--- src/rtl/lrfs_pkg.sv ---
`timescale 1ns / 1ps
// ----------------------------------------------------------------------------
// lrfs_pkg
// Shared types and constants of the line raster frame store.
// ----------------------------------------------------------------------------
package lrfs_pkg;

    localparam int WIDTH_MAX_DEF  = 256;
    localparam int HEIGHT_MAX_DEF = 256;

    localparam int CRD_W      = 16;
    localparam int POS_W      = CRD_W + 1;
    localparam int DLT_W      = POS_W;
    localparam int ERR_W      = 19;
    localparam int YPOS_W     = 19;
    localparam int SCR_W      = 9;
    localparam int DIM_W      = 13;
    localparam int RD_W       = 8;
    localparam int ADDR_EXT_W = SCR_W + DIM_W + 1;

    localparam int CFG_IDX_W  = 2;
    localparam int CFG_DATA_W = 16;

    localparam int COLOR_W    = 24;
    localparam int IN_DATA_W  = 4 * CRD_W + 2 * RD_W;
    localparam int OUT_USER_W = 2;

    localparam int QUEUE_DEPTH = 2;
    localparam int QPTR_W      = 1;
    localparam int QCNT_W      = 2;

    localparam logic [COLOR_W-1:0] COLOR_WHITE = 24'hFFFFFF;
    localparam logic [COLOR_W-1:0] COLOR_BLACK = 24'h000000;
    localparam logic [SCR_W-1:0]   SCR_RST     = 9'd256;

    localparam logic OP_DRAW = 1'b0;
    localparam logic OP_READ = 1'b1;

    typedef enum logic [CFG_IDX_W-1:0] {
        REG_X_ORIGIN      = 2'd0,
        REG_Y_ORIGIN      = 2'd1,
        REG_SCREEN_WIDTH  = 2'd2,
        REG_SCREEN_HEIGHT = 2'd3
    } t_cfg_reg;

    typedef enum logic [1:0] {
        CMD_READ,
        CMD_LINE,
        CMD_VLINE,
        CMD_NOP
    } t_cmd_kind;

    typedef struct packed {
        logic [SCR_W-1:0] w;
        logic [SCR_W-1:0] h;
    } t_screen;

    typedef struct packed {
        t_cmd_kind                kind;
        logic                     rd_outside;
        logic [RD_W-1:0]          rd_x;
        logic [RD_W-1:0]          rd_y;
        logic signed [POS_W-1:0]  x0;
        logic signed [POS_W-1:0]  y0;
        logic signed [POS_W-1:0]  x1;
        logic [DLT_W-1:0]         adx;
        logic [DLT_W-1:0]         ady;
        logic                     sx_neg;
        logic                     sy_neg;
        logic [SCR_W-1:0]         v_lo;
        logic [SCR_W-1:0]         v_hi;
    } t_cmd;

endpackage

--- src/rtl/lrfs_front.sv ---
`timescale 1ns / 1ps
// ----------------------------------------------------------------------------
// lrfs_front
// Holds the configuration registers, offsets accepted commands by the origin
// and classifies them into queue entries for the drawing engine.
// ----------------------------------------------------------------------------
module lrfs_front
    import lrfs_pkg::*;
#(
    parameter int WIDTH_MAX  = WIDTH_MAX_DEF,
    parameter int HEIGHT_MAX = HEIGHT_MAX_DEF
) (
    input  logic                     i_clk,
    input  logic                     i_rst_n,
    input  logic                     i_valid,
    output logic                     o_ready,
    input  logic                     i_op,
    input  logic signed [CRD_W-1:0]  i_from_x,
    input  logic signed [CRD_W-1:0]  i_from_y,
    input  logic signed [CRD_W-1:0]  i_to_x,
    input  logic signed [CRD_W-1:0]  i_to_y,
    input  logic [RD_W-1:0]          i_read_x,
    input  logic [RD_W-1:0]          i_read_y,
    input  logic                     i_cfg_valid,
    output logic                     o_cfg_ready,
    input  logic [CFG_IDX_W-1:0]     i_cfg_index,
    input  logic [CFG_DATA_W-1:0]    i_cfg_data,
    input  logic                     i_busy,
    input  logic                     i_q_full,
    output logic                     o_push,
    output t_cmd                     o_cmd,
    output t_screen                  o_screen
);

    function automatic logic [SCR_W-1:0] sat_dim(input logic [SCR_W-1:0] v,
                                                 input logic [DIM_W-1:0] lim);
        return (DIM_W'(v) > lim) ? lim[SCR_W-1:0] : v;
    endfunction

    logic signed [CRD_W-1:0] r_x_org;
    logic signed [CRD_W-1:0] r_y_org;
    t_screen                 r_scr;

    logic                    r_valid;
    logic                    r_op;
    logic signed [POS_W-1:0] r_fx;
    logic signed [POS_W-1:0] r_fy;
    logic signed [POS_W-1:0] r_tx;
    logic signed [POS_W-1:0] r_ty;
    logic [RD_W-1:0]         r_rx;
    logic [RD_W-1:0]         r_ry;

    logic                    accept;
    logic                    sx_neg;
    logic                    sy_neg;
    logic signed [POS_W-1:0] lo;
    logic signed [POS_W-1:0] hi;
    logic signed [POS_W-1:0] lo_c;
    logic signed [POS_W-1:0] hi_c;
    logic signed [POS_W-1:0] w_s;
    logic signed [POS_W-1:0] h_s;
    logic                    x_on;
    logic                    v_empty;

    assign o_cfg_ready = 1'b1;
    assign o_screen    = r_scr;
    assign o_push      = r_valid && !i_q_full;
    assign o_ready     = !i_busy && (!r_valid || !i_q_full);
    assign accept      = i_valid && o_ready;

    always_ff @(posedge i_clk) begin
        if (!i_rst_n) begin
            r_x_org <= '0;
            r_y_org <= '0;
            r_scr.w <= sat_dim(SCR_RST, DIM_W'(WIDTH_MAX));
            r_scr.h <= sat_dim(SCR_RST, DIM_W'(HEIGHT_MAX));
        end else if (i_cfg_valid) begin
            case (t_cfg_reg'(i_cfg_index))
                REG_X_ORIGIN:      r_x_org <= i_cfg_data;
                REG_Y_ORIGIN:      r_y_org <= i_cfg_data;
                REG_SCREEN_WIDTH:  r_scr.w <= sat_dim(i_cfg_data[SCR_W-1:0],
                                                      DIM_W'(WIDTH_MAX));
                REG_SCREEN_HEIGHT: r_scr.h <= sat_dim(i_cfg_data[SCR_W-1:0],
                                                      DIM_W'(HEIGHT_MAX));
                default: ;
            endcase
        end
    end

    always_ff @(posedge i_clk) begin
        if (!i_rst_n) begin
            r_valid <= 1'b0;
        end else if (accept) begin
            r_valid <= 1'b1;
        end else if (o_push) begin
            r_valid <= 1'b0;
        end
        if (accept) begin
            r_op <= i_op;
            r_fx <= POS_W'(i_from_x) + POS_W'(r_x_org);
            r_fy <= POS_W'(i_from_y) + POS_W'(r_y_org);
            r_tx <= POS_W'(i_to_x) + POS_W'(r_x_org);
            r_ty <= POS_W'(i_to_y) + POS_W'(r_y_org);
            r_rx <= i_read_x;
            r_ry <= i_read_y;
        end
    end

    always_comb begin
        w_s     = POS_W'(r_scr.w);
        h_s     = POS_W'(r_scr.h);
        sx_neg  = r_fx > r_tx;
        sy_neg  = r_fy > r_ty;
        lo      = sy_neg ? r_ty : r_fy;
        hi      = sy_neg ? r_fy : r_ty;
        lo_c    = (lo < 0) ? '0 : lo;
        hi_c    = (hi > h_s) ? h_s : hi;
        x_on    = !r_fx[POS_W-1] && (r_fx < w_s);
        v_empty = !x_on || (lo_c >= hi_c);

        o_cmd.rd_outside = (SCR_W'(r_rx) >= r_scr.w) || (SCR_W'(r_ry) >= r_scr.h);
        o_cmd.rd_x       = r_rx;
        o_cmd.rd_y       = r_ry;
        o_cmd.x0         = r_fx;
        o_cmd.y0         = r_fy;
        o_cmd.x1         = r_tx;
        o_cmd.adx        = sx_neg ? DLT_W'(r_fx - r_tx) : DLT_W'(r_tx - r_fx);
        o_cmd.ady        = sy_neg ? DLT_W'(r_fy - r_ty) : DLT_W'(r_ty - r_fy);
        o_cmd.sx_neg     = sx_neg;
        o_cmd.sy_neg     = sy_neg;
        o_cmd.v_lo       = lo_c[SCR_W-1:0];
        o_cmd.v_hi       = hi_c[SCR_W-1:0];

        if (r_op == OP_READ) begin
            o_cmd.kind = CMD_READ;
        end else if (r_fx != r_tx) begin
            o_cmd.kind = CMD_LINE;
        end else if (v_empty) begin
            o_cmd.kind = CMD_NOP;
        end else begin
            o_cmd.kind = CMD_VLINE;
        end
    end

endmodule

--- config.mk ---
export PLATFORM = sky130hd
export DESIGN_NAME = lrfs_front
export DESIGN_NICKNAME = d
export VERILOG_FILES = /design/src/rtl/lrfs_pkg.sv /design/src/rtl/lrfs_front.sv
export SDC_FILE = /design/constraint.sdc
export NUM_CORES = 1
export LEC_CHECK = 0
export BUFFER_PORTS_ARGS = -buffer_cell sky130_fd_sc_hd__buf_2
export CORE_MARGIN = 2
export CORE_UTILIZATION = 57
export CTS_CLUSTER_DIAMETER = 200
export DETAILED_ROUTE_END_ITERATION = 16
export PLACE_DENSITY_LB_ADDON = 0.25
export SYNTH_ARGS = -nofsm -noshare
export SYNTH_HDL_FRONTEND = slang
export SYNTH_SLANG_ARGS = --single-unit
--- constraint.sdc ---
create_clock -name i_clk -period 8.05 [get_ports i_clk]
set_input_delay 0.805 -clock i_clk [delete_from_list [all_inputs] [get_ports i_clk]]
set_output_delay 0.805 -clock i_clk [all_outputs]
set_load 0.01 [all_outputs]
==> summary by stage <==
Logic synthesis
In this run, synthesis produced a sequential element count of 136. The adder-cell share of the synthesized area is 19.2%. The number of synthesized flops with an enable pin is 85. A synthesized cell averages between 8 and 9 um^2.

The cell area that synthesis handed to floorplanning was between 10,000 and 15,000 um^2. The most area-hungry cell type in the Yosys netlist is sky130_fd_sc_hd__edfxtp_1. The area share of xor/xnor cells in the synthesized design is 5.47%. For this run, the leading register cell type out of synthesis is sky130_fd_sc_hd__edfxtp_1. The multiplexer share of the synthesized area is 3.69%. The area fraction in compound gates after synthesis is a little over a fifth. In the synthesized netlist the async set-or-reset flop fraction comes to 0%.

The synthesized-area fraction occupied by and/or/nand/nor cells is 16.0%. After synthesis, the cell types taking the most area are sky130_fd_sc_hd__edfxtp_1 (20%), sky130_fd_sc_hd__ha_1 (18%), sky130_fd_sc_hd__dfxtp_1 (8.2%), sky130_fd_sc_hd__nand2_1 (5.9%), sky130_fd_sc_hd__a21oi_1 (4.3%). The Yosys warning count is 0. Counting every net in the synthesized netlist gives 1,740. The largest family of logic cells by synthesized area is compound AO/OA/AOI/OAI gates. The number of distinct library cell variants in the gate-level netlist after synthesis is ~80.

The area fraction of the dominant cell type after synthesis is 20.4%. The fraction of the yosys area taken by sequential cells is 28.6%. The synthesized instance count is approximately 1,400.

Die
The core area is 21,700 um^2. The starting utilization of the core area is 57.6%. The floorplan has 54 rows. The vertical extent of the die is 152 um. The die is between 150 and 200 um wide. The number of ports placed on the die boundary is between 200 and 300. The floorplan step defined a die boundary enclosing 23,100 um^2.

GRT
The first global-routing pass estimated 59.6 mm of wire. The most congested layer reported by global routing is met2. In the global route stage, met2 resource usage came out at 50.7%. The via count of the first global-routing pass is 10,900. The number of antenna violations at the first check in global routing was 5. Across every metal layer, demand over resource in global routing totals 32.3%. Global routing used under 10% of the available met3 tracks. For this run, global-route usage on met1 was measured as 45.1%.

The largest net degree at the start of global routing is 52. Summed over all layers, the global routing overflow is 0.

Clock network
The insertion delay to the later sink of the worst-skew pair is 0.44 ns. The number of hold buffers added after CTS was 0. The master cell of the clock root buffer is sky130_fd_sc_hd__clkbuf_16. The CTS H-tree depth is 4. No sink is reached through more buffers than the 2 on the longest clock path.

The TritonCTS clock tree is done. The number of sinks driven by the clock tree is between 100 and 150. The CTS buffer count is 17. Clock-pin slew was measured on the worst setup and hold paths at 0.06 ns.

Min path
The cell depth of the worst hold path is 2. The path class of the tightest hold or removal check is register to register. The hold path endpoint is o_screen[14]$_SDFFE_PN0P_.

The launch instance of the worst min-delay path is o_screen[14]$_SDFFE_PN0P_.

Drt
Wires add up to 38.1 mm. For this run, the detailed router's first-pass iteration total came to 5. The total number of vias is 11,500. For this run, design rule violations remaining after detail routing come to 0.

The count of nets left with antenna violations after detail routing is 0. The count of routing violations after the opening detailed-route iteration is 957. The routed via count divided by cell count is 5.82.

Dividing the detail-routed wire length by the instance count gives 19.3 um.

Worst setup path
The highest cell delay on the worst timing path is 0.44 ns. The startpoint of the worst register-to-register path is r_x_org[0]$_SDFFE_PN0P_. STA puts the critical path data arrival time at about 6.8 ns. In this run the worst path has a maximum fanout of 14. The required time reported for the critical path endpoint is 7.24 ns. The cell at the slowest stage of the critical path is sky130_fd_sc_hd__ha_1. STA classifies the critical path startpoint as a register.

The worst register-to-register path ends at r_tx[16]$_DFFE_PP_. The critical path is of the register to primary output type. In this run the register-to-register setup slack is approximately 4.7 ns. The sort of element at the end of the critical path is a primary output.

Counting cells, the worst reg-to-reg path comes to 12.

STA
The final setup violation count is 0. The clock skew after layout is 0.0183 ns. The number of endpoints with negative hold slack in the final report is 0.

The aggregate negative setup slack is 0 ns. The max-slew violation count is 0. The worst path uses 94.8% of the clock period. For this run, the top clock speed supported by timing is 0.131 GHz.

Setup repair after global routing left no endpoint under its margin. The worst pin sits at a relative slew slack of between 30% and 40%. For the pin with the worst max-slew slack, the measured transition is 0.951 ns. The time the worst path needs with I/O delays and setup is 7.63 ns.

Finish
After filler insertion, the fill cell instance count of the layout stands at 1,828. In the final layout, the share of cells above drive strength 1 is 19.5%. The area growth from synthesis to layout is 16.0%. The final net count is 1,965.

Outcome
The run finished with clean final reports.

Power
The power per unit of standard cell area is 168 nW/um^2. The peak supply drop is 128 uV. The static leakage is between 6 and 7 nW. The total design power is about 2.4 mW.

Placement
The count of buffers inserted at the top-level ports is 248. At the end of routability-driven placement, the weighted congestion stood at 0.978. Detailed placement finished with a half-perimeter wire length of just over 30 mm.

Job
Across the run, the number of max-cap violations was 0.
cell usage in the layout (no fill, tap or decap), types with 4 or more instances in the layout:
master and n:
sky130_fd_sc_hd__a21o_1 55, sky130_fd_sc_hd__edfxtp_1 85, sky130_fd_sc_hd__nand2b_1 15, sky130_fd_sc_hd__dfxtp_1 51, sky130_fd_sc_hd__mux2i_1 28, sky130_fd_sc_hd__nand4_1 11
sky130_fd_sc_hd__and3_1 10, sky130_fd_sc_hd__or3_1 4, sky130_fd_sc_hd__clkbuf_16 18, sky130_fd_sc_hd__nor3_1 27, sky130_fd_sc_hd__a2111oi_0 9, sky130_fd_sc_hd__fa_1 8
sky130_fd_sc_hd__inv_1 132, sky130_fd_sc_hd__xnor2_1 60, sky130_fd_sc_hd__mux2_2 13, sky130_fd_sc_hd__and2_1 8, sky130_fd_sc_hd__inv_6 6, sky130_fd_sc_hd__ha_1 178
sky130_fd_sc_hd__a31oi_1 8, sky130_fd_sc_hd__or2_2 7, sky130_fd_sc_hd__xor2_1 18, sky130_fd_sc_hd__nor2b_1 34, sky130_fd_sc_hd__diode_2 5, sky130_fd_sc_hd__o211ai_1 13
sky130_fd_sc_hd__buf_2 248, sky130_fd_sc_hd__nand3_1 27, sky130_fd_sc_hd__nor2_1 65, sky130_fd_sc_hd__a21boi_0 53, sky130_fd_sc_hd__nor4_1 5, sky130_fd_sc_hd__o21ai_0 73
sky130_fd_sc_hd__o22ai_1 5, sky130_fd_sc_hd__buf_4 5, sky130_fd_sc_hd__a21oi_1 108, sky130_fd_sc_hd__nand2_1 197, sky130_fd_sc_hd__inv_8 4, sky130_fd_sc_hd__o21a_1 12
sky130_fd_sc_hd__o21bai_1 15
flip-flops by register name, indices dropped and copies added (netlist names):
name / flops
r_fy: 17
r_tx: 17
r_valid: 1
o_screen: 18
r_fx: 17
r_y_org: 16
r_ry: 8
r_rx: 8
r_ty: 17
r_op: 1
r_x_org: 16
worst max-delay path by stage:
stage                        from         end  slack (ns)  cells after the start
3_5_place_dp   r_fy[12]$_DFFE_PP_  o_cmd[122]        0.96                     30
4_1_cts        r_fy[12]$_DFFE_PP_  o_cmd[122]        0.41                     30
3_3_place_gp   r_fy[12]$_DFFE_PP_  o_cmd[122]        1.09                     30
5_1_grt        r_fy[10]$_DFFE_PP_  o_cmd[122]        0.06                     30
6_report       r_fy[10]$_DFFE_PP_  o_cmd[122]        0.42                     30
2_1_floorplan  r_fy[14]$_DFFE_PP_  o_cmd[122]        1.82                     31
critical path, delay by kind of cell, from the launching register on:
family / cells / cell delay [ns]
AOI/OAI and AO/OA: 17 / 3.27
adders and majority gates: 3 / 1.04
buffers and inverters: 2 / 0.23
DFF: 1 / 0.43
muxes: 1 / 0.28
and+or+nand+nor: 7 / 1.15
final cells by class:
cell class | count | area [um^2] | share of cell area (%)
clock buffers | 18 | 450 | 3.11
multi-input cells | 1132 | 8190 | 56.6
inverters | 133 | 499 | 3.45
well taps | 280 | 350 | 2.42
diodes | 5 | 12.5 | 0.0864
clock inverters | 14 | 126 | 0.872
flip-flops and latches | 136 | 3570 | 24.7
repair buffers | 253 | 1280 | 8.83
synth_stat cells (18+ instances only):
library cell and number:
sky130_fd_sc_hd__inv_1 132, sky130_fd_sc_hd__mux2i_1 28, sky130_fd_sc_hd__nor2_1 65, sky130_fd_sc_hd__a21o_1 55
sky130_fd_sc_hd__nor3_1 27, sky130_fd_sc_hd__a21boi_0 53, sky130_fd_sc_hd__edfxtp_1 85, sky130_fd_sc_hd__clkbuf_1 22
sky130_fd_sc_hd__xnor2_1 60, sky130_fd_sc_hd__nand2_1 197, sky130_fd_sc_hd__a21oi_1 108, sky130_fd_sc_hd__xor2_1 18
sky130_fd_sc_hd__dfxtp_1 51, sky130_fd_sc_hd__ha_1 179, sky130_fd_sc_hd__nor2b_1 34, sky130_fd_sc_hd__o21ai_0 73
sky130_fd_sc_hd__nand3_1 27
stage by stage:
stage / utilization, % / cell area, um^2 / hold WS (ns) / worst slack, ns / cells
6_report: 66.8 / 14500 / 0.480 / 0.417 / 1971
3_3_place_gp: 64.0 / 13900 / 0.471 / 1.09 / 1934
4_1_cts: 66.7 / 14500 / 0.485 / 0.411 / 1966
3_5_place_dp: 64.0 / 13900 / 0.476 / 0.956 / 1934
2_1_floorplan: - / 12500 / 0.464 / 1.82 / 1448
5_1_grt: 66.8 / 14500 / 0.513 / 0.0587 / 1969
kinds of logic after synthesis:
group,Yosys count
AO/OA/AOI/OAI,396
flip-flops,136
XOR/XNOR,78
buffers and inverters,180
AND/OR/NAND/NOR,426
multiplexers,44
other,1
adder cells (fa/ha/maj),187
power breakdown:
group	switching, mW	leakage, nW	internal (mW)
clock	0.357	0.290	0.427
combinational	0.494	5.31	0.337
sequential	0.0369	1.21	0.784
total	0.888	6.81	1.55
per-layer routing:
| metal | vias to the layer above | wire [um] |
|---|---|---|
| li1 | 5578 | - |
| met1 | 5351 | 17000 |
| met2 | 476 | 17100 |
| met3 | 62 | 3000 |
| met4 | 2 | 1010 |
| met5 | - | 13 |
what timing repair did:
action                     CTS  global route
setup endpoints to repair    0             1
resized for setup            0             2
buffers inserted             0             0
No activity file was read; power rests on OpenSTA's default activity.
