File: src/rtl/lrfs_pkg.sv
`timescale 1ns / 1ps
// ----------------------------------------------------------------------------
// lrfs_pkg
// Shared types and constants of the line raster frame store.
// ----------------------------------------------------------------------------
package lrfs_pkg;

    localparam int WIDTH_MAX_DEF  = 256;
    localparam int HEIGHT_MAX_DEF = 256;

    localparam int CRD_W      = 16;
    localparam int POS_W      = CRD_W + 1;
    localparam int DLT_W      = POS_W;
    localparam int ERR_W      = 19;
    localparam int YPOS_W     = 19;
    localparam int SCR_W      = 9;
    localparam int DIM_W      = 13;
    localparam int RD_W       = 8;
    localparam int ADDR_EXT_W = SCR_W + DIM_W + 1;

    localparam int CFG_IDX_W  = 2;
    localparam int CFG_DATA_W = 16;

    localparam int COLOR_W    = 24;
    localparam int IN_DATA_W  = 4 * CRD_W + 2 * RD_W;
    localparam int OUT_USER_W = 2;

    localparam int QUEUE_DEPTH = 2;
    localparam int QPTR_W      = 1;
    localparam int QCNT_W      = 2;

    localparam logic [COLOR_W-1:0] COLOR_WHITE = 24'hFFFFFF;
    localparam logic [COLOR_W-1:0] COLOR_BLACK = 24'h000000;
    localparam logic [SCR_W-1:0]   SCR_RST     = 9'd256;

    localparam logic OP_DRAW = 1'b0;
    localparam logic OP_READ = 1'b1;

    typedef enum logic [CFG_IDX_W-1:0] {
        REG_X_ORIGIN      = 2'd0,
        REG_Y_ORIGIN      = 2'd1,
        REG_SCREEN_WIDTH  = 2'd2,
        REG_SCREEN_HEIGHT = 2'd3
    } t_cfg_reg;

    typedef enum logic [1:0] {
        CMD_READ,
        CMD_LINE,
        CMD_VLINE,
        CMD_NOP
    } t_cmd_kind;

    typedef struct packed {
        logic [SCR_W-1:0] w;
        logic [SCR_W-1:0] h;
    } t_screen;

    typedef struct packed {
        t_cmd_kind                kind;
        logic                     rd_outside;
        logic [RD_W-1:0]          rd_x;
        logic [RD_W-1:0]          rd_y;
        logic signed [POS_W-1:0]  x0;
        logic signed [POS_W-1:0]  y0;
        logic signed [POS_W-1:0]  x1;
        logic [DLT_W-1:0]         adx;
        logic [DLT_W-1:0]         ady;
        logic                     sx_neg;
        logic                     sy_neg;
        logic [SCR_W-1:0]         v_lo;
        logic [SCR_W-1:0]         v_hi;
    } t_cmd;

endpackage

File: src/rtl/lrfs_queue.sv
`timescale 1ns / 1ps
// ----------------------------------------------------------------------------
// lrfs_queue
// Short command queue between the classifier and the drawing engine.
// ----------------------------------------------------------------------------
module lrfs_queue
    import lrfs_pkg::*;
(
    input  logic i_clk,
    input  logic i_rst_n,
    input  logic i_push,
    input  t_cmd i_cmd,
    output logic o_full,
    input  logic i_pop,
    output t_cmd o_cmd,
    output logic o_empty
);

    t_cmd              r_mem [QUEUE_DEPTH];
    logic [QPTR_W-1:0] r_wptr;
    logic [QPTR_W-1:0] r_rptr;
    logic [QCNT_W-1:0] r_count;

    assign o_full  = r_count == QCNT_W'(QUEUE_DEPTH);
    assign o_empty = r_count == '0;
    assign o_cmd   = r_mem[r_rptr];

    always_ff @(posedge i_clk) begin
        if (!i_rst_n) begin
            r_wptr  <= '0;
            r_rptr  <= '0;
            r_count <= '0;
        end else begin
            if (i_push) begin
                r_wptr <= r_wptr + 1'b1;
            end
            if (i_pop) begin
                r_rptr <= r_rptr + 1'b1;
            end
            if (i_push && !i_pop) begin
                r_count <= r_count + 1'b1;
            end else if (i_pop && !i_push) begin
                r_count <= r_count - 1'b1;
            end
        end
        if (i_push) begin
            r_mem[r_wptr] <= i_cmd;
        end
    end

endmodule

File: config.mk
export PLATFORM = sky130hd
export DESIGN_NAME = lrfs_queue
export DESIGN_NICKNAME = d
export VERILOG_FILES = /design/src/rtl/lrfs_pkg.sv /design/src/rtl/lrfs_queue.sv
export SDC_FILE = /design/constraint.sdc
export NUM_CORES = 1
export LEC_CHECK = 0
export BUFFER_PORTS_ARGS = -buffer_cell sky130_fd_sc_hd__buf_4
export CAP_MARGIN = 10
export CORE_UTILIZATION = 32
export CTS_CLUSTER_DIAMETER = 60
export DETAILED_ROUTE_END_ITERATION = 7
export GPL_ROUTABILITY_DRIVEN = 0
export PLACE_DENSITY = 0.52
export SYNTH_ARGS = -nofsm -noshare
export SYNTH_HDL_FRONTEND = slang
export SYNTH_SLANG_ARGS = --single-unit
File: constraint.sdc
create_clock -name i_clk -period 9.4 [get_ports i_clk]
set_input_delay 0.94 -clock i_clk [delete_from_list [all_inputs] [get_ports i_clk]]
set_output_delay 0.94 -clock i_clk [all_outputs]
set_load 0.02 [all_outputs]
==> impl_metrics.json, run 1 <==
{
  "critical_path_class": "reg -> out",
  "port_buffers": 253,
  "rrSetupSlack_ns": 6.56,
  "path_common_cell": "buf_4",
  "n_antenna_cell": 0,
  "grt_pass1_wl_um": 28160,
  "worst_pin_slew_ns": 1.111,
  "ioPinCount": 254,
  "fin_nets": 811,
  "grt_max_degree": 76,
  "run_status": "finished, final reports clean",
  "hpwl_um": 12290,
  "drive_above_1_share_pct": 60.17,
  "cap_viol_max_count": 0,
  "vias_per_cell": 4.364,
  "grt_usage_pct": 11.97,
  "root_buffer": "clkbuf_16",
  "syn_inst": 408,
  "critPathMaxStageDelay_ns": 1.07,
  "wl_per_cell_um": 17.33,
  "cp-endpoint": "o_cmd[122]",
  "layout_commonest_cell": "buf_4",
  "final_cell_mix": "257 x buf_4, 248 x edfxtp_1, 64 x mux2_2",
  "crit_path_start_kind": "flip-flop",
  "cp_slowest_cell": "dfxtp_4",
  "synth_cell_types": 17,
  "grt_pass1_vias": 5102,
  "rsz0062_at_grt": "no",
  "rr_endpoint": "r_mem[0][119]",
  "die_area_mm2": 0.03008,
  "numCtsBuffers": 29,
  "clk_path_buf_depth": 3,
  "globalRouteOverflowTotal": 0,
  "worstSetupEndpointType": "primary output",
  "hold_class": "reg -> reg",
  "slew_headroom_pct": 25.96,
  "skew_ns": 0.003888,
  "finalSetupViolCount": 0,
  "leakage_uw": 0.004768,
  "initial_core_util_pct": 32.68,
  "crit_family": "flip-flops",
  "cts_resized": 0,
  "drtPass1Iterations": 4,
  "ir_worst_vdd_mv": 0.1166,
  "syn_area_mm2": 0.009405,
  "hold_violations": 0,
  "holdWs_ns": 0.5581,
  "ctsHoldBuffers": 0,
  "drtIter0Drc": 143,
  "routed_wirelength_um": 18750,
  "num_vias": 4722,
  "reg2regPathDepth": 3,
  "fin_crit_ns": 4.098,
  "fp.dieW_um": 173.4,
  "antenna_found_initial": 0,
  "seq_area_frac_synth_pct": 80.24,
  "synth-warning-count": 0,
  "r2r-start": "r_wptr",
  "fin_crit_sh_pct": 43.60,
  "cts_tree": "built",
  "setup_tns_ns": 0,
  "num_rows": 62,
  "yosys_register_bits": 253,
  "die_h_um": 173.4,
  "synth_top_area_share_pct": 79.18,
  "area_growth_pct": 33.35,
  "antenna_left": 0,
  "slew_viol_final": 0,
  "drc": 0,
  "cts_sinks": 253,
  "fill_cells": 2550,
  "fmax_mhz": 244.0,
  "synth_top_area_cell": "edfxtp_1",
  "clock_latency_ns": 0.53,
  "cp_data_arrival_time_ns": 3.16,
  "power_density_mw_per_mm2": 213.3,
  "crit_required_ns": 8.46,
  "post-cts-setup-buffers": 0,
  "worst-path-buf-inv": 2,
  "cts.clk_slew.worst_paths_ns": 0.06,
  "h-tree-depth": 1,
  "coreArea_mm2": 0.02878,
  "cp_max_fo": 75,
  "avgSynthCellArea_um2": 23.05,
  "cp_num_cells": 3,
  "syn_nets": 537,
  "crit_chain": "buf_4 > mux2_2 > buf_4",
  "synth.area.top_cells": "edfxtp_1 79%, mux2_4 9.6%, mux2_2 7.7%"
}
[kinds of logic after synthesis]
logic type	count (synthesis)	share of synthesized area (%)
AO/OA/AOI/OAI	3	0.2129
adder cells (fa/ha/maj)	1	0.1330
multiplexers	124	17.24
flip-flops	253	80.24
XOR/XNOR	3	0.2794
buffers and inverters	15	1.317
AND/OR/NAND/NOR	9	0.5720
[metal layers]
layer / wire length (um) / up-vias / share of wire (%) / GRT usage, %
met5: 0 / - / 0 / 0
met4: 418 / 0 / 2.2 / 3.355
met1: 7793 / 2328 / 42 / 15.02
li1: - / 2164 / - / -
met3: 1626 / 38 / 8.7 / 3.925
met2: 8908 / 192 / 48 / 19.75
[sequential cells by signal, summed over array words and instances (netlist names), named ones only]
name,flops
r_count,2
r_mem,248
r_rptr,1
r_wptr,1
[tightest hold or removal path, delay by kind of cell, from the launching register on]
family | cells | cell delay, ns
compound gates | 2 | 0.18
flops | 1 | 0.32
[synthesized netlist by cell type]
library cell  number
edfxtp_1         248
mux2_2            64
mux2_4            60
buf_6              8
buf_2              6
dfxtp_1            5
and2_1             4
nor2b_1            3
xor2_1             2
a21boi_1           1
ha_1               1
inv_1              1
nor2_1             1
o21a_1             1
o21ai_0            1
or3_1              1
xnor2_1            1
[where the power goes]
part           internal [uW]  total, uW  switching (uW)  leakage (uW)
combinational            179        349             170       0.00199
sequential              1310       1330            27.5       0.00237
clock                    583        993             410      0.000413
[worst min-delay path by stage]
stage	cells after the start	start	end	slack, ns
2_1_floorplan	2	r_count[1]	r_count[1]	0.47
3_5_place_dp	2	r_count[1]	r_count[1]	0.53
5_1_grt	1	i_cmd[20]	r_mem[1][20]	0.56
6_report	2	r_count[1]	r_count[1]	0.56
3_3_place_gp	2	r_count[1]	r_count[1]	0.48
4_1_cts	2	r_count[1]	r_count[1]	0.54
[cell type report]
cell class / instances / area (um2) / area share, %
tap: 384 / 480.5 / 3.831
clock buffer: 33 / 740.7 / 5.906
multi-input combinational: 140 / 1744 / 13.91
sequential: 253 / 7551 / 60.21
clock inverter: 14 / 92.59 / 0.7382
inverter: 1 / 3.754 / 0.02993
timing repair buffer: 257 / 1929 / 15.38
[per-stage QoR]
step / setup slack, ns / utilization (%) / total power (uW) / std cells / area [um2]
global route: 5.096 / 43.58 / 2780 / 1082 / 12540
finish: 5.302 / 43.58 / 2675 / 1082 / 12540
global placement: 5.792 / 40.68 / 1703 / 1035 / 11710
detailed placement: 5.742 / 40.68 / 1712 / 1035 / 11710
floorplan: 2.428 / - / 1558 / 408 / 9405
CTS: 5.196 / 43.58 / 2718 / 1082 / 12540
(Power assumes the default switching activity.)
==> run 2, diff against run 1 <==
--- a/config.mk
+++ b/config.mk
@@ -11,7 +11,7 @@
 export CTS_CLUSTER_DIAMETER = 60
 export DETAILED_ROUTE_END_ITERATION = 7
 export GPL_ROUTABILITY_DRIVEN = 0
-export PLACE_DENSITY = 0.52
+export PLACE_DENSITY = 0.54
 export SYNTH_ARGS = -nofsm -noshare
 export SYNTH_HDL_FRONTEND = slang
 export SYNTH_SLANG_ARGS = --single-unit
==> constraint.sdc (replaced) <==
create_clock -name i_clk -period 3.4 [get_ports i_clk]
set_input_delay 0.34 -clock i_clk [delete_from_list [all_inputs] [get_ports i_clk]]
set_output_delay 0.34 -clock i_clk [all_outputs]
set_load 0.02 [all_outputs]
==> run 2 against run 1 <==
  * Sequential share of layout area fell by 6.1 points
  * Non-clock buffer count is 126 higher
  * Final area up 11%
  * Hold slack lost 0.52 ns
  * Die area did not move
  * Critical path depth unchanged
  * Global-route usage up 0.69 points
  * Via count up 9.2%
  * Wire length is 3.5% higher
==> impl_metrics.json, run 2 (same netlist as run 1, synthesis figures left out) <==
{
  "cts.clk_slew.worst_paths_ns": 0.06,
  "ir_worst_vdd_mv": 0.4152,
  "worst_pin_slew_ns": 0.9294,
  "cp_max_fo": 46,
  "port_buffers": 253,
  "r2r-start": "r_wptr",
  "largest_register_ffs": 248,
  "reg_top3": "r_mem (248), r_count (2)",
  "cp_data_arrival_time_ns": 2.08,
  "crit_required_ns": 3.06,
  "root_buffer": "clkbuf_16",
  "cts_tree": "built",
  "drive_above_1_share_pct": 51.75,
  "numCtsBuffers": 30,
  "worstSetupEndpointType": "primary output",
  "skew_ns": 0.01405,
  "finalPower_uw": 7851,
  "globalRouteOverflowTotal": 0,
  "hold_violations": 0,
  "setup_tns_ns": 0,
  "cts_sinks": 253,
  "h-tree-depth": 1,
  "drtPass1Iterations": 4,
  "antenna_left": 0,
  "fin_nets": 938,
  "final_cell_mix": "256 x buf_4, 248 x edfxtp_1, 124 x dlygate4sd3_1",
  "fp.dieW_um": 173.4,
  "drc": 0,
  "drtIter0Drc": 166,
  "fmax_mhz": 412.8,
  "ioPinCount": 254,
  "n_antenna_cell": 0,
  "fin_crit_sh_pct": 71.25,
  "holdWs_ns": 0.03346,
  "clk_path_buf_depth": 3,
  "num_vias": 5156,
  "die_h_um": 173.4,
  "coreArea_mm2": 0.02878,
  "clock_latency_ns": 0.53,
  "layout_commonest_cell": "buf_4",
  "grt_pass1_vias": 5644,
  "placedCellCount": 1037,
  "slew_viol_final": 0,
  "vias_per_cell": 4.251,
  "post-cts-setup-buffers": 0,
  "crit_path_start_kind": "flip-flop",
  "area_growth_pct": 48.50,
  "final_cells": 1213,
  "die_area_mm2": 0.03008,
  "initial_core_util_pct": 32.68,
  "critical_path_class": "reg -> out",
  "grt_max_degree": 66,
  "hpwl_um": 12330,
  "top_register": "r_mem",
  "grt_usage_pct": 12.66,
  "cap_viol_max_count": 0,
  "antenna_found_initial": 0,
  "finalSetupViolCount": 0,
  "run_status": "finished, final reports clean",
  "ctsHoldBuffers": 124,
  "worstHoldStart": "i_rst_n",
  "fin_crit_ns": 2.423,
  "cts_resized": 0,
  "slew_headroom_pct": 38.04,
  "power_density_mw_per_mm2": 562.1,
  "grt_pass1_wl_um": 30370,
  "leakage_uw": 0.005357,
  "num_rows": 62,
  "hold_class": "in -> reg",
  "routed_wirelength_um": 19400,
  "wl_per_cell_um": 15.99,
  "rsz0062_at_grt": "no"
}
-- run 2: area by class of cell --
type / instances / area [um2]
Clock buffer: 39 / 815.8
Clock inverter: 13 / 148.9
Fill cell: 2432 / 14810
Inverter: 1 / 3.754
Multi-Input combinational cell: 140 / 1744
Sequential cell: 253 / 7551
Tap cell: 384 / 480.5
Timing Repair Buffer: 383 / 3223
-- run 2: critical path, cell delays in order (launching register included) --
cell and delay, ns:
dfxtp_4 0.56, buf_12 0.35, mux2_2 0.40, buf_4 0.16
-- run 2: worst paths after layout --
kind / depth (start not counted) / end / slack [ns]
max: 3 / o_cmd[108] / 0.98
min: 2 / r_wptr / 0.03
max reg2reg: 2 / r_mem[1][73] / 1.64
min reg2reg: 2 / r_count[1] / 0.53
-- run 2: power by group --
group / leakage [uW] / switching (uW) / internal [uW]
clock network: 0.000463 / 1170 / 1900
logic: 0.00252 / 523 / 591
registers: 0.00237 / 51.6 / 3610
total: 0.00536 / 1750 / 6100
-- run 2: layer usage --
metal | global-route usage [%] | part of all wire, % | vias up
met4 | 3.392 | 2.6 | 0
met2 | 21.79 | 50 | 187
met3 | 3.575 | 6.9 | 34
met5 | 0 | 0 | -
li1 | - | - | 2415
met1 | 15.53 | 41 | 2520
-- run 2: through the flow --
stage	area (um2)	worst slack, ns	util, %
after floorplan	9414	0.7528	-
after global placement	11760	1.549	40.87
after detailed placement	11760	1.524	40.87
after CTS	13970	0.9374	48.53
after global routing	13970	0.8907	48.53
final	13970	0.9774	48.53
==> run 3, diff against run 2 <==
--- a/config.mk
+++ b/config.mk
@@ -11,7 +11,7 @@
 export CTS_CLUSTER_DIAMETER = 60
 export DETAILED_ROUTE_END_ITERATION = 7
 export GPL_ROUTABILITY_DRIVEN = 0
-export PLACE_DENSITY = 0.54
+export PLACE_DENSITY = 0.52
 export SYNTH_ARGS = -nofsm -noshare
 export SYNTH_HDL_FRONTEND = slang
 export SYNTH_SLANG_ARGS = --single-unit
==> constraint.sdc (replaced) <==
create_clock -name i_clk -period 2.54 [get_ports i_clk]
set_input_delay 0.254 -clock i_clk [delete_from_list [all_inputs] [get_ports i_clk]]
set_output_delay 0.254 -clock i_clk [all_outputs]
set_load 0.02 [all_outputs]
==> run 3 against run 2 <==
  * Sequential power up 33%
  * Clock power up 26%
  * Non-clock buffer count up 2
  * Register-to-register slack worse by 0.35 ns
  * Wire length down 0.71%
  * Critical endpoint unchanged
  * Total power up 31%
  * Clock-buffer cell count down 10
  * Highest routed layer unchanged
  * Worst setup slack worse by 0.62 ns
  * Via count down 0.52%
  * Hold slack better by 0.046 ns
  * Die area unchanged
  * Largest cell class unchanged
  * Combinational power up 37%
==> impl_metrics.json, run 3 (same netlist as run 1, synthesis figures left out) <==
{
  "ioPinCount": 254,
  "reg_top3": "r_mem (248), r_count (2)",
  "rsz0062_at_grt": "no",
  "vias_per_cell": 4.225,
  "cp_max_fo": 79,
  "finalSetupViolCount": 0,
  "critical_path_class": "reg -> out",
  "worst_pin_slew_ns": 0.5208,
  "hold_violations": 0,
  "grt_pass1_wl_um": 29840,
  "final_cells": 1214,
  "antenna_found_initial": 1,
  "cp_data_arrival_time_ns": 1.93,
  "initial_core_util_pct": 32.68,
  "power_density_mw_per_mm2": 737.8,
  "area_growth_pct": 48.40,
  "crit_path_start_kind": "flip-flop",
  "setup_ws_ns": 0.3536,
  "leakage_uw": 0.005363,
  "drc": 0,
  "port_buffers": 253,
  "topRoutingLayerUsed": "met4",
  "h-tree-depth": 1,
  "fill_cells": 2415,
  "globalRouteOverflowTotal": 0,
  "die_area_mm2": 0.03008,
  "layout_commonest_cell": "buf_4",
  "drive_above_1_share_pct": 52.11,
  "crit_required_ns": 2.29,
  "final_cell_mix": "254 x buf_4, 248 x edfxtp_1, 125 x dlygate4sd3_1",
  "skew_ns": 0.006588,
  "grt_max_degree": 80,
  "clk_path_buf_depth": 3,
  "slew_headroom_pct": 65.28,
  "slew_viol_final": 0,
  "fin_area_mm2": 0.01396,
  "met2_length_um": 9410,
  "cts_sinks": 253,
  "wl_met1_um": 8046,
  "critPathMaxStageDelay_ns": 0.41,
  "multiInputGateArea_mm2": 0.001744,
  "root_buffer": "clkbuf_16",
  "finalPower_uw": 10300,
  "worstSetupEndpointType": "primary output",
  "cts_tree": "built",
  "hpwl_um": 12280,
  "fin_crit_sh_pct": 86.08,
  "top_register": "r_mem",
  "ir_worst_vdd_mv": 0.5155,
  "numCtsBuffers": 27,
  "fp.dieW_um": 173.4,
  "fin_crit_ns": 2.186,
  "die_h_um": 173.4,
  "drtPass1Iterations": 4,
  "cts.clk_slew.worst_paths_ns": 0.06,
  "preCtsSetupSlack_ns": 0.9128,
  "clock_latency_ns": 0.52,
  "hold_class": "in -> reg",
  "fin_nets": 937,
  "fmax_mhz": 457.4,
  "drtIter0Drc": 237,
  "run_status": "finished, final reports clean",
  "antenna_left": 0,
  "cap_viol_max_count": 0,
  "place_area_mm2": 0.01181,
  "placedCellCount": 1038,
  "num_vias": 5129,
  "ff_latch_area_mm2": 0.007552,
  "cp_slowest_cell": "mux2_2",
  "cts_resized": 0,
  "post-cts-setup-buffers": 0,
  "grt_pass1_vias": 5532,
  "routed_wirelength_um": 19260,
  "num_rows": 62,
  "route.met3.wl_um": 1324,
  "grt_usage_pct": 12.56,
  "largest_register_ffs": 248,
  "wl_per_cell_um": 15.86,
  "coreArea_mm2": 0.02878,
  "crit_chain": "buf_12 > mux2_2 > buf_4"
}
[run 3: timing repair]
item / CTS / global route
hold buffers: 125 / 0
setup endpoints to repair: 0 / 0
hold endpoints to repair: 253 / 0
[run 3: cell type report]
cell class                 instances  area share, %
tap                              384          3.442
clock inverter                    21          1.524
timing repair buffer             385          23.49
clock buffer                      29          4.895
inverter                           1        0.02689
sequential                       253          54.11
multi-input combinational        140          12.50
antenna                            1        0.01793
[run 3: stage by stage]
stage	TNS [ns]	hold slack (ns)	util, %
floorplan	-5.928	0.3529	-
global placement	0	0.4389	41.03
detailed placement	0	0.4418	41.03
CTS	0	0.04525	48.49
global route	0	0.06853	48.50
finish	0	0.07917	48.50
[run 3: path summary, 6_finish.rpt]
| kind | start | endpoint | slack (ns) | depth (start not counted) |
|---|---|---|---|---|
| hold / removal | i_pop | flip-flop | 0.08 | 3 |
| hold reg to reg | r_count[1] | r_count[1] | 0.53 | 2 |
| setup reg to reg | r_wptr | r_mem[0][33] | 1.29 | 2 |
| setup / recovery | flip-flop | o_cmd[108] | 0.35 | 3 |
[run 3: metal layers]
layer  GRT usage (%)  vias to the layer above
li1                -                     2422
met1           15.28                     2483
met2           21.64                      191
met3           3.640                       33
met4           3.540                        0
met5               0                        -
[run 3: power by group]
group          switching (uW)  internal, uW  total, uW
sequential               54.1          4830       4880
clock                    1540          2350       3890
combinational             719           803       1520
[run 3: worst max-delay path, delay by kind of cell, from the launching register on]
kind | cells | cell delay [ns]
DFF | 1 | 0.37
buffers and inverters | 2 | 0.53
muxes | 1 | 0.41
